**src/rtl/core/mqttp_pkg.sv**
```systemverilog
`timescale 1ns / 1ps

package mqttp_pkg;

  localparam int unsigned MAX_PACKET_BYTES = 256;

  localparam logic [15:0] TOPIC_CAP_RESET   = 16'd96;
  localparam logic [15:0] PAYLOAD_CAP_RESET = 16'd128;

  localparam logic [7:0] TYPE_MASK    = 8'hF0;
  localparam logic [7:0] TYPE_PUBLISH = 8'h30;
  localparam logic [2:0] LEN_BYTES_MAX = 3'd5;

  typedef enum logic [1:0] {
    REG_TOPIC_CAP   = 2'd0,
    REG_PAYLOAD_CAP = 2'd1
  } reg_index_t;

  typedef enum logic [1:0] {
    KIND_NONE    = 2'd0,
    KIND_TOPIC   = 2'd1,
    KIND_PAYLOAD = 2'd2
  } byte_kind_t;

  typedef enum logic [2:0] {
    ST_OK           = 3'd0,
    ST_SHORT        = 3'd1,
    ST_NOT_PUBLISH  = 3'd2,
    ST_REM_EXCEEDS  = 3'd3,
    ST_NO_TOPIC_LEN = 3'd4,
    ST_TOPIC_OVERRUN = 3'd5,
    ST_NO_PACKET_ID = 3'd6,
    ST_TOO_LONG     = 3'd7
  } status_t;

  typedef struct packed {
    logic [15:0] byte_count;
    logic [7:0]  first_byte;
    logic        length_done;
    logic [2:0]  length_bytes_seen;
    logic [31:0] remaining_length;
    logic [15:0] declared_topic_length;
    logic [15:0] body_position;
    logic [15:0] kept_payload;
  } pkt_state_t;

  typedef struct packed {
    byte_kind_t  byte_kind;
    logic [7:0]  data_byte;
    logic        done_res;
    status_t     status;
    logic [1:0]  qos_level;
    logic [15:0] topic_length;
    logic [15:0] payload_kept;
  } result_t;

  function automatic logic [15:0] sat_inc16(input logic [15:0] v);
    return (v == 16'hFFFF) ? 16'hFFFF : v + 16'd1;
  endfunction

endpackage

```
**src/rtl/core/mqttp_step.sv**
```systemverilog
`timescale 1ns / 1ps

module mqttp_step (
  input  mqttp_pkg::pkt_state_t st,
  input  logic [7:0]            rx_byte,
  input  logic                  end_of_packet,
  input  logic [15:0]           topic_capacity,
  input  logic [15:0]           payload_capacity,
  output mqttp_pkg::pkt_state_t st_next,
  output mqttp_pkg::result_t    res
);

  logic        over;
  logic [7:0]  fb;
  logic        is_pub;
  logic [1:0]  qos;
  logic [15:0] topic_limit;
  logic [15:0] payload_limit;
  logic [6:0]  low7;
  logic [31:0] len_term;
  logic [16:0] topic_end;
  logic [17:0] payload_start;
  logic        may_tag;
  logic [15:0] body_cnt;
  logic [17:0] need;
  mqttp_pkg::byte_kind_t kind;
  mqttp_pkg::status_t    stat;

  always_comb begin
    over          = st.byte_count >= 16'(mqttp_pkg::MAX_PACKET_BYTES);
    fb            = (st.byte_count == 16'd0) ? rx_byte : st.first_byte;
    is_pub        = (fb & mqttp_pkg::TYPE_MASK) == mqttp_pkg::TYPE_PUBLISH;
    qos           = fb[2:1];
    topic_limit   = (topic_capacity != 16'd0) ? topic_capacity - 16'd1 : 16'd0;
    payload_limit = (payload_capacity != 16'd0) ? payload_capacity - 16'd1 : 16'd0;
    low7          = rx_byte[6:0];
    topic_end     = 17'd2 + {1'b0, st.declared_topic_length};
    payload_start = {1'b0, topic_end} + ((qos != 2'd0) ? 18'd2 : 18'd0);
    may_tag       = is_pub && !over;
    kind          = mqttp_pkg::KIND_NONE;

    unique case (st.length_bytes_seen)
      3'd0:    len_term = {25'd0, low7};
      3'd1:    len_term = {18'd0, low7, 7'd0};
      3'd2:    len_term = {11'd0, low7, 14'd0};
      3'd3:    len_term = {4'd0, low7, 21'd0};
      3'd4:    len_term = {low7[3:0], 28'd0};
      default: len_term = 32'd0;
    endcase

    st_next            = st;
    st_next.first_byte = fb;

    if (st.byte_count == 16'd0) begin
      // type byte
    end else if (!st.length_done) begin
      if (st.length_bytes_seen < mqttp_pkg::LEN_BYTES_MAX) begin
        st_next.remaining_length  = st.remaining_length + len_term;
        st_next.length_bytes_seen = st.length_bytes_seen + 3'd1;
      end
      if (!rx_byte[7]) begin
        st_next.length_done = 1'b1;
      end
    end else begin
      if (st.body_position == 16'd0) begin
        st_next.declared_topic_length = {rx_byte, 8'd0};
      end else if (st.body_position == 16'd1) begin
        st_next.declared_topic_length = {st.declared_topic_length[15:8], rx_byte};
      end else if ({1'b0, st.body_position} < topic_end) begin
        if (may_tag && (st.body_position - 16'd2) < topic_limit) begin
          kind = mqttp_pkg::KIND_TOPIC;
        end
      end else if ({2'b0, st.body_position} >= payload_start) begin
        if (may_tag && st.kept_payload < payload_limit) begin
          kind                 = mqttp_pkg::KIND_PAYLOAD;
          st_next.kept_payload = st.kept_payload + 16'd1;
        end
      end
      st_next.body_position = mqttp_pkg::sat_inc16(st.body_position);
    end
    st_next.byte_count = mqttp_pkg::sat_inc16(st.byte_count);

    body_cnt = st_next.length_done ? st_next.body_position : 16'd0;
    need     = 18'd2 + {2'b0, st_next.declared_topic_length};
    stat     = mqttp_pkg::ST_OK;
    if (end_of_packet) begin
      priority if (over) begin
        stat = mqttp_pkg::ST_TOO_LONG;
      end else if (st.byte_count < 16'd4) begin
        stat = mqttp_pkg::ST_SHORT;
      end else if (!is_pub) begin
        stat = mqttp_pkg::ST_NOT_PUBLISH;
      end else if ({16'd0, body_cnt} < st_next.remaining_length) begin
        stat = mqttp_pkg::ST_REM_EXCEEDS;
      end else if (body_cnt < 16'd2) begin
        stat = mqttp_pkg::ST_NO_TOPIC_LEN;
      end else if ({2'b0, body_cnt} < need) begin
        stat = mqttp_pkg::ST_TOPIC_OVERRUN;
      end else if (qos != 2'd0 && {2'b0, body_cnt} < need + 18'd2) begin
        stat = mqttp_pkg::ST_NO_PACKET_ID;
      end else begin
        stat = mqttp_pkg::ST_OK;
      end
    end

    res.byte_kind    = kind;
    res.data_byte    = (kind != mqttp_pkg::KIND_NONE) ? rx_byte : 8'd0;
    res.done_res     = end_of_packet;
    res.status       = stat;
    res.qos_level    = qos;
    res.topic_length = st_next.declared_topic_length;
    res.payload_kept = st_next.kept_payload;
  end

endmodule

```
**src/rtl/core/mqtt_publish_packet_parser_unit.sv**
```systemverilog
`timescale 1ns / 1ps
// MQTT PUBLISH packet parser, one packet byte per request.
// Input channel (in_valid/in_ready): rx_byte plus end_of_packet on the last
// byte of a packet. Output channel (out_valid/out_ready): one result per
// input byte, tagging kept topic and payload bytes; the result for the last
// byte carries done_res and the packet status. Tagged bytes are tentative
// until that status reads ok.
// Latency: a result is visible the cycle after its byte is taken.
// Throughput: one byte per cycle unless the receiver stalls; the per-packet
// state updates combinationally between packet state and result registers.
// A stalled receiver holds the result register; in_ready drops only while a
// result waits and out_ready is low, and rises again the cycle it is taken.
// Reset (rst, synchronous): clears packet state and the output valid, and
// sets topic capacity to 96 and payload capacity to 128.
// Config port: cfg_write with cfg_index 0 (topic capacity) or 1 (payload
// capacity); other indexes are ignored. Write only while the parser is idle.

module mqtt_publish_packet_parser_unit (
  input  logic        clk,
  input  logic        rst,
  input  logic        cfg_write,
  input  logic [1:0]  cfg_index,
  input  logic [15:0] cfg_data,
  input  logic        in_valid,
  output logic        in_ready,
  input  logic [7:0]  rx_byte,
  input  logic        end_of_packet,
  output logic        out_valid,
  input  logic        out_ready,
  output logic [1:0]  byte_kind,
  output logic [7:0]  data_byte,
  output logic        done_res,
  output logic [2:0]  status,
  output logic [1:0]  qos_level,
  output logic [15:0] topic_length,
  output logic [15:0] payload_kept
);

  mqttp_pkg::pkt_state_t pkt;
  mqttp_pkg::pkt_state_t pkt_next;
  mqttp_pkg::result_t    res;
  mqttp_pkg::result_t    res_next;
  logic [15:0]           topic_cap;
  logic [15:0]           payload_cap;
  logic                  accept;

  assign in_ready = !out_valid || out_ready;
  assign accept   = in_valid && in_ready;

  mqttp_step u_step (
    .st               (pkt),
    .rx_byte          (rx_byte),
    .end_of_packet    (end_of_packet),
    .topic_capacity   (topic_cap),
    .payload_capacity (payload_cap),
    .st_next          (pkt_next),
    .res              (res_next)
  );

  always_ff @(posedge clk) begin
    if (rst) begin
      topic_cap   <= mqttp_pkg::TOPIC_CAP_RESET;
      payload_cap <= mqttp_pkg::PAYLOAD_CAP_RESET;
    end else if (cfg_write) begin
      if (cfg_index == mqttp_pkg::REG_TOPIC_CAP) begin
        topic_cap <= cfg_data;
      end else if (cfg_index == mqttp_pkg::REG_PAYLOAD_CAP) begin
        payload_cap <= cfg_data;
      end
    end
  end

  always_ff @(posedge clk) begin
    if (rst) begin
      pkt       <= '0;
      out_valid <= 1'b0;
    end else begin
      if (accept) begin
        pkt <= end_of_packet ? '0 : pkt_next;
      end
      if (accept) begin
        out_valid <= 1'b1;
      end else if (out_ready) begin
        out_valid <= 1'b0;
      end
    end
  end

  always_ff @(posedge clk) begin
    if (accept) begin
      res <= res_next;
    end
  end

  assign byte_kind    = res.byte_kind;
  assign data_byte    = res.data_byte;
  assign done_res     = res.done_res;
  assign status       = res.status;
  assign qos_level    = res.qos_level;
  assign topic_length = res.topic_length;
  assign payload_kept = res.payload_kept;

  a_eop_clears: assert property (@(posedge clk) disable iff (rst)
    accept && end_of_packet |=> pkt.byte_count == 16'd0 && pkt.kept_payload == 16'd0)
    else $error("packet state not cleared after last byte");

  a_count_moves: assert property (@(posedge clk) disable iff (rst)
    accept && !end_of_packet |=> pkt.byte_count != 16'd0)
    else $error("byte count did not advance");

  a_status_at_done: assert property (@(posedge clk) disable iff (rst)
    out_valid && !done_res |-> status == mqttp_pkg::ST_OK)
    else $error("status reported before last byte");

  a_untagged_zero: assert property (@(posedge clk) disable iff (rst)
    out_valid && byte_kind == mqttp_pkg::KIND_NONE |-> data_byte == 8'd0)
    else $error("data on untagged byte");

  a_payload_count: assert property (@(posedge clk) disable iff (rst)
    out_valid && byte_kind == mqttp_pkg::KIND_PAYLOAD |-> payload_kept != 16'd0)
    else $error("payload byte tagged without count");

endmodule
```
**config.mk**
```make
export PLATFORM = sky130hd
export DESIGN_NAME = mqtt_publish_packet_parser_unit
export DESIGN_NICKNAME = d
export VERILOG_FILES = /design/src/rtl/core/mqttp_pkg.sv /design/src/rtl/core/mqttp_step.sv /design/src/rtl/core/mqtt_publish_packet_parser_unit.sv
export SDC_FILE = /design/constraint.sdc
export NUM_CORES = 1
export LEC_CHECK = 0
export BUFFER_PORTS_ARGS = -buffer_cell sky130_fd_sc_hd__clkbuf_2
export CAP_MARGIN = 30
export CORE_ASPECT_RATIO = 1.4
export CORE_UTILIZATION = 63
export DETAILED_ROUTE_END_ITERATION = 10
export MAX_ROUTING_LAYER = met4
export PLACE_DENSITY_LB_ADDON = 0.3
export SLEW_MARGIN = 0
export SYNTH_ARGS = -nofsm -noshare
export SYNTH_HDL_FRONTEND = slang
export SYNTH_SLANG_ARGS = --single-unit
export TNS_END_PERCENT = 5
```
**constraint.sdc**
```tcl
create_clock -name clk -period 8.53 [get_ports clk]
set_input_delay 2.559 -clock clk [delete_from_list [all_inputs] [get_ports clk]]
set_output_delay 2.559 -clock clk [all_outputs]
set_load 0.01 [all_outputs]
```
; ---- After elaboration in Yosys (flattened, before gate mapping)
; Cells that the tools add are included.
[totals]
regBits = 187
word_cells = 112
[op_classes]
add_sub_neg = 12
magnitude_cmp = 11
n_eq_ne = 11
muxes = 38
n_bitwise = 1
n_reduce_logical = 21
[op_table]
columns = op, count
row1 = 16-bit 2-to-1 mux, 11
row2 = 32-bit one-hot mux with 5 select lines, 1
row3 = 108-bit 2-to-1 mux, 1
row4 = 84-bit 2-to-1 mux, 1
row5 = "16-bit by 1-bit adder with 16-bit output, second input constant", 3
row6 = 48-bit 2-to-1 mux, 1
row7 = 16-bit by 18-bit less-than comparator with 1-bit output, 2
row8 = 36-bit 2-to-1 mux, 1
row9 = 35-bit 2-to-1 mux, 1
row10 = "2-bit by 16-bit adder with 17-bit output, first input constant", 2
row11 = 32-bit adder, 1
row12 = "16-bit == test, second input constant", 2
row13 = 16-bit zero test, 2
row14 = 16-bit less-than comparator, 2
row15 = 16-bit by 32-bit less-than comparator with 1-bit output, 1
row16 = 16-bit nonzero test, 2
row17 = "16-bit by 1-bit subtractor with 16-bit output, second input constant", 2
row18 = 3-bit 2-to-1 mux, 7
row19 = 17-bit by 18-bit adder with 18-bit output, 1
row20 = "18-bit by 2-bit adder with 18-bit output, second input constant", 1
row21 = 16-bit by 18-bit greater-or-equal comparator with 1-bit output, 1
row22 = 16-bit by 17-bit less-than comparator with 1-bit output, 1
row23 = "16-bit by 1-bit == test with 1-bit output, second input constant", 1
row24 = "16-bit by 9-bit greater-or-equal comparator with 1-bit output, second input constant", 1
row25 = 24 further kinds, 45

; ---- Depth between registers and ports, before layout
[logic_depth]
depth_word = 23
depth_mapped = 28

; ---- Hierarchy
; A second synthesis with hierarchy kept.
[unflattened]
hier_cells = 2125
area_unflattened_um2 = 16886.2
[by_module_without_submodules]
columns = module, n_inst, cells_per_inst, area_per_inst_um2, seq_area_each_um2
row1 = mqttp_step, 1, 1426, 9572.9, 0.0
row2 = mqtt_publish_packet_parser_unit, 1, 699, 7313.3, 4264.1

; ---- Least setup slack after synthesis
; No wires, ideal clock.
[synth_path]
path_type = input-to-reg
from = input rx_byte[4]
to = register res, in the netlist status[1] (data pin)
setup_time_ps = 261
arrival_time_ps = 6543
path_slack_ps = 1726
stages = 24
path_cell_list = buf_2 > and2_1 > ha_1 > a21o_1 > a31o_2 > o21a_1 > nand2_1 > a21oi_1 > nor2b_1 > o21bai_1 > a21oi_1 > xnor2_1 > mux2i_1 > ha_1 > nand2_1 > nor2_1 > nor4bb_1 > a221oi_1 > o21ai_1 > nor4b_1 > and4b_1 > nor4b_1 > nand4b_1 > o311a_1
[synth_via]
elab_chain_len = 15
word_cells_on_any_way = 23
[synth_rtl]
columns = item, line
row1 = from (decl), mqtt_publish_packet_parser_unit.sv:26  ; input logic [7:0] rx_byte,
row2 = 8-bit 2-to-1 mux, mqttp_step.sv:67  ; end else if (st.body_position == 16'd1) begin
row3 = 16-bit 2-to-1 mux, mqttp_step.sv:65  ; if (st.body_position == 16'd0) begin
row4 = 48-bit 2-to-1 mux, mqttp_step.sv:56  ; end else if (!st.length_done) begin
row5 = 84-bit 2-to-1 mux, mqttp_step.sv:54  ; if (st.byte_count == 16'd0) begin
row6 = 2-bit by 16-bit adder with 17-bit output, mqttp_step.sv:84  ; need = 18'd2 + {2'b0, st_next.declared_topic_length};
row7 = 18-bit by 2-bit adder with 18-bit output, mqttp_step.sv:99  ; end else if (qos != 2'd0 && {2'b0, body_cnt} < need + 18'd2) begin
row8 = 16-bit by 18-bit less-than comparator with 1-bit output, mqttp_step.sv:99
row9 = 1-bit logical AND, mqttp_step.sv:99
row10 = 3-bit 2-to-1 mux, mqttp_step.sv:99
row11 = 3-bit 2-to-1 mux, mqttp_step.sv:97  ; end else if ({2'b0, body_cnt} < need) begin
row12 = 3-bit 2-to-1 mux, mqttp_step.sv:95  ; end else if (body_cnt < 16'd2) begin
row13 = 3-bit 2-to-1 mux, mqttp_step.sv:93  ; end else if ({16'd0, body_cnt} < st_next.remaining_length) begin
row14 = 3-bit 2-to-1 mux *, mqttp_step.sv:91  ; end else if (!is_pub) begin
row15 = 3-bit 2-to-1 mux *, mqttp_step.sv:89  ; end else if (st.byte_count < 16'd4) begin
row16 = 3-bit 2-to-1 mux *, mqttp_step.sv:87  ; priority if (over) begin
row17 = to (signal assigned), mqtt_publish_packet_parser_unit.sv:91  ; res <= res_next;
row18 = to (decl), mqtt_publish_packet_parser_unit.sv:41  ; mqttp_pkg::result_t res;
; Every way passes the cells marked *; elsewhere a longest branch is shown, timed or not. The select of a mux whose other input is x is not followed.
; A chain may end at the register's enable or synchronous reset.

; ---- Final worst setup path
[layout_path]
from = input rx_byte[0]
to = register res, in the netlist status[1] (data pin)
[layout_via]
elab_chain_len = 15
word_cells_on_any_way = 21
[layout_rtl]
columns = item, line
row1 = 8-bit 2-to-1 mux, mqttp_step.sv:67
row2 = 16-bit 2-to-1 mux, mqttp_step.sv:65
row3 = 48-bit 2-to-1 mux, mqttp_step.sv:56
row4 = 84-bit 2-to-1 mux *, mqttp_step.sv:54
row5 = 2-bit by 16-bit adder with 17-bit output, mqttp_step.sv:84
row6 = 18-bit by 2-bit adder with 18-bit output, mqttp_step.sv:99
row7 = 16-bit by 18-bit less-than comparator with 1-bit output, mqttp_step.sv:99
row8 = 1-bit logical AND, mqttp_step.sv:99
row9 = 3-bit 2-to-1 mux, mqttp_step.sv:99
row10 = 3-bit 2-to-1 mux, mqttp_step.sv:97
row11 = 3-bit 2-to-1 mux, mqttp_step.sv:95
row12 = 3-bit 2-to-1 mux *, mqttp_step.sv:93
row13 = 3-bit 2-to-1 mux *, mqttp_step.sv:91
row14 = 3-bit 2-to-1 mux *, mqttp_step.sv:89
row15 = 3-bit 2-to-1 mux *, mqttp_step.sv:87
; Marked as above.

==> summary.txt <==
STA
  • Pins Over Slew Limit: 0
  • Setup violators final: 0
  • Fin Setup TNS: 0 ns
  • Slew headroom: about a quarter
  • RSZ-0062 raised after global routing: false
  • Minimum clock period: between 7 and 8 ns
  • Post-route setup slack: 1.30 ns
  • Clock Skews: approximately 0.016 ns
  • Peak Freq: roughly 140 MHz
  • Worst Tran Pin Value: around 1.1 ns
  • Final worst path period share: between 80% and 90%
  • Final hold violations: 0

Synth
  • Multiplexer share of the synthesized area: ~2%
  • Cell Area, Synth: 15400 sq um
  • Area fraction of the dominant cell type after synthesis: ~18%
  • Sequential share of the synthesized area: between 20% and 30%
  • Compound-Gate Fraction of Synth Area: 20.4%
  • Synth cell count leaders: nand2_1 (206), nor2_1 (185), a21oi_1 (159)
  • Synth Area in Simple Gates: about a quarter
  • Post-synth ARST share: 0%
  • Post-Synth Adder-Cell Area: 12.9%
  • Most frequent cell after synthesis: nand2_1
  • Synth area leaders: dfxtp_1 (18%), ha_1 (13%), edfxtp_1 (9.3%)
  • EDFF count, synth: 48
  • Syn Inst Count: roughly 1900
  • Post-synthesis xor/xnor area fraction: approximately 7.2%
  • Syn_area_per_cell: 8.00 sq um
  • Yosys top cell by area: dfxtp_1
  • Synth Flop Type: dfxtp_1
  • Syn. warnings: 0
  • Synth cell types: 93
  • Syn_nets: 2120
  • Seq cells post-synth: 187
  • Largest family of logic cells by synthesized area: simple AND/OR/NAND/NOR gates

Setup path
  • Worst path max stage delay: around 0.56 ns
  • CP startpoint kind: input pin
  • CP Capture Type: flip-flop
  • Worst r2r src: pkt[92]$_SDFFE_PP0P_
  • Worst R2R End: status[1]$_SDFFCE_PN0P_
  • CP required: just under 9 ns
  • CP max-delay cell: a211oi_1
  • FF-to-FF setup slack: 1.87 ns
  • Crit-path max FO: 9
  • Crit path DAT: between 7 and 8 ns
  • R2R depth: 26
  • CP dominant cell by count: nor2_1
  • Crit path kind: input pin to flip-flop
  • Worst setup path startpoint: rx_byte[0]
  • CP cell instances: clkbuf_2 -> and2_1 -> ha_1 -> inv_1 -> fa_1 -> nor2b_1 -> o2111ai_1 -> a211oi_1 -> nor2_1 -> xor2_1 -> nor2_1 -> a21oi_1 -> ha_1 -> nand3_1 -> nor2_1 -> nor4bb_1 -> a221oi_1 -> o21ai_1 -> nor4b_1 -> and4b_1 -> nor4b_1 -> nand4b_1 -> o311a_1

Placement
  • Pre-CTS WS: a little under 1 ns
  • Placement Cell Area: between 15000 and 20000 sq um
  • Detailed placement HPWL: ~31000 um
  • I/O Buffers: 81
  • RePlAce Congestion: 0.987
  • # placed instances: ~2200

Power and ir drop
  • Leakage power total: around 6.8 nW
  • Net Sw Frac: between 20% and 30%
  • Sequential Power Share: between 40% and 50%
  • Combinational group share of total power: around 11%
  • Power per cell area: 120 nW/um^2
  • P_sw: between 0.5 and 0.6 mW
  • Clock power share: roughly 41%
  • Max VDD drop: 0.150 mV
  • P_int: 1.43 mW

Route
  • WL final: 43600 um
  • Detail Route Antenna Nets: 0
  • 1st-pass router iterations: 8
  • DR WL/cell: 19.3 um
  • Post-route DRC: 0
  • Via/cell ratio: 6.57
  • Initial DRC Count: about 1100
  • Vias: ~15000

Hold path
  • WHS Endpoint: pkt[70]$_SDFFE_PP0P_
  • Hold Crit Start: pkt[70]$_SDFFE_PP0P_
  • Hold WC Path Type: flip-flop to flip-flop
  • Hold Path Depth: 2

Clock network
  • Clk root buf: clkbuf_16
  • TritonCTS clock tree: yes
  • Clock sinks: 187
  • Cts repair resizes: 0
  • CTS hold repair buffers: 0
  • Worst-path clk slew: 0.08 ns
  • Setup bufs post-CTS: 0
  • H-tree depth: 4
  • Clk Latency, worst-skew pair: around 0.46 ns
  • Worst-case clock buffer depth: 2
  • Cts bufs inserted: 17

Layout
  • # fillers: 1999
  • Area grow syn2layout: 7.16%
  • Finished Layout Cells: 2263
  • Antenna Cells: 0
  • Post-layout net count: 2130
  • Share of layout cells above drive strength 1: under 10%
  • Final instance area: approximately 17000 sq um

Global routing
  • Vias in the first global route: roughly 14000
  • All-Layer GR Usage: between 30% and 40%
  • First-pass GRT wire length: about 71000 um
  • Initial antenna violation count: 0
  • Gr ovfl total: 0
  • Largest net degree at the start of global routing: 92

Run status
  • Status: finished clean

Floorplan
  • Std-Cell Core Area: between 20000 and 25000 sq um
  • Starting Density: between 60 and 70%
  • Die Wd: about 130 um
  • Boundary Pins: 82
  • Die area: approximately 25000 sq um
  • Row cnt: 67
  • DIE HEIGHT: 187 um

Job
  • Maxcap violations: 0
## kinds of logic after synthesis
group / Yosys count
adder cells (fa/ha/maj): 158
AND/OR/NAND/NOR: 782
XOR/XNOR: 124
AO/OA/AOI/OAI: 478
flip-flops: 187
buffers and inverters: 171
multiplexers: 30
## worst max path at each step
stage                                    to  slack [ns]  cells after the start
global route        status[1]$_SDFFCE_PN0P_        0.93                     23
floorplan           status[1]$_SDFFCE_PN0P_        1.73                     24
CTS                 status[1]$_SDFFCE_PN0P_        1.38                     23
finish              status[1]$_SDFFCE_PN0P_        1.30                     23
global placement    status[1]$_SDFFCE_PN0P_        1.17                     23
detailed placement  status[1]$_SDFFCE_PN0P_        0.99                     23
## layout by cell type (no fill, tap or decap), types with 45 or more instances in the layout
master    instances
xnor2_1          64
nor3_1           75
ha_1            157
dfxtp_1         139
a21oi_1         159
inv_1            62
nor2_1          184
nand2_1         205
clkbuf_2         80
edfxtp_1         48
o21ai_0          74
xor2_1           58
a22oi_1          45
and2_1           45
## stage by stage
step | utilization [%] | power (mW) | hold WS, ns
floorplan | - | 1.10 | 0.449
global placement | 66.4 | 1.17 | 0.461
detailed placement | 66.4 | 1.17 | 0.475
CTS | 68.9 | 1.97 | 0.488
global route | 69.0 | 2.04 | 0.511
finish | 69.0 | 1.98 | 0.486
## area by class of cell
| cell class | count | area, sq um | share of cell area [%] |
|---|---|---|---|
| Clock buffer | 21 | 493 | 2.98 |
| Clock inverter | 11 | 98.8 | 0.597 |
| Inverter | 66 | 248 | 1.50 |
| Multi-Input combinational cell | 1572 | 10600 | 63.8 |
| Sequential cell | 187 | 4220 | 25.5 |
| Tap cell | 310 | 388 | 2.34 |
| Timing Repair Buffer | 96 | 541 | 3.27 |
## critical path, delay by kind of cell
| kind | cells | cell delay, ns |
|---|---|---|
| adder cells (fa/ha/maj) | 3 | 0.87 |
| AO/OA/AOI/OAI | 6 | 1.48 |
| XOR/XNOR | 1 | 0.16 |
| AND/OR/NAND/NOR | 11 | 2.04 |
| buffers and inverters | 2 | 0.31 |
## metal layers
metal / GRT usage (%) / share of wire [%] / vias to the layer above / routed length, um
met4: 19.6 / 5.2 / 0 / 2280
met1: 41.9 / 41 / 7029 / 17700
met2: 58.7 / 47 / 614 / 20500
li1: - / - / 7055 / -
met5: - / 0 / - / 0
met3: 6.18 / 7.1 / 172 / 3090
## power by group through the flow
stage / clock, mW / combinational (mW) / sequential [mW]
after floorplan: 0 / 0.139 / 0.963
final: 0.817 / 0.221 / 0.939
after global placement: 0 / 0.209 / 0.959
after CTS: 0.817 / 0.216 / 0.939
after global routing: 0.852 / 0.242 / 0.941
after detailed placement: 0 / 0.214 / 0.960
## state kept, by name (all words and copies together), names as in the netlist, 2 cells and up
name          count
pkt             106
topic_length     16
payload_kept     16
payload_cap      16
byte_kind         2
qos_level         2
status            3
data_byte         8
topic_cap        16
(Power assumes the default switching activity.)
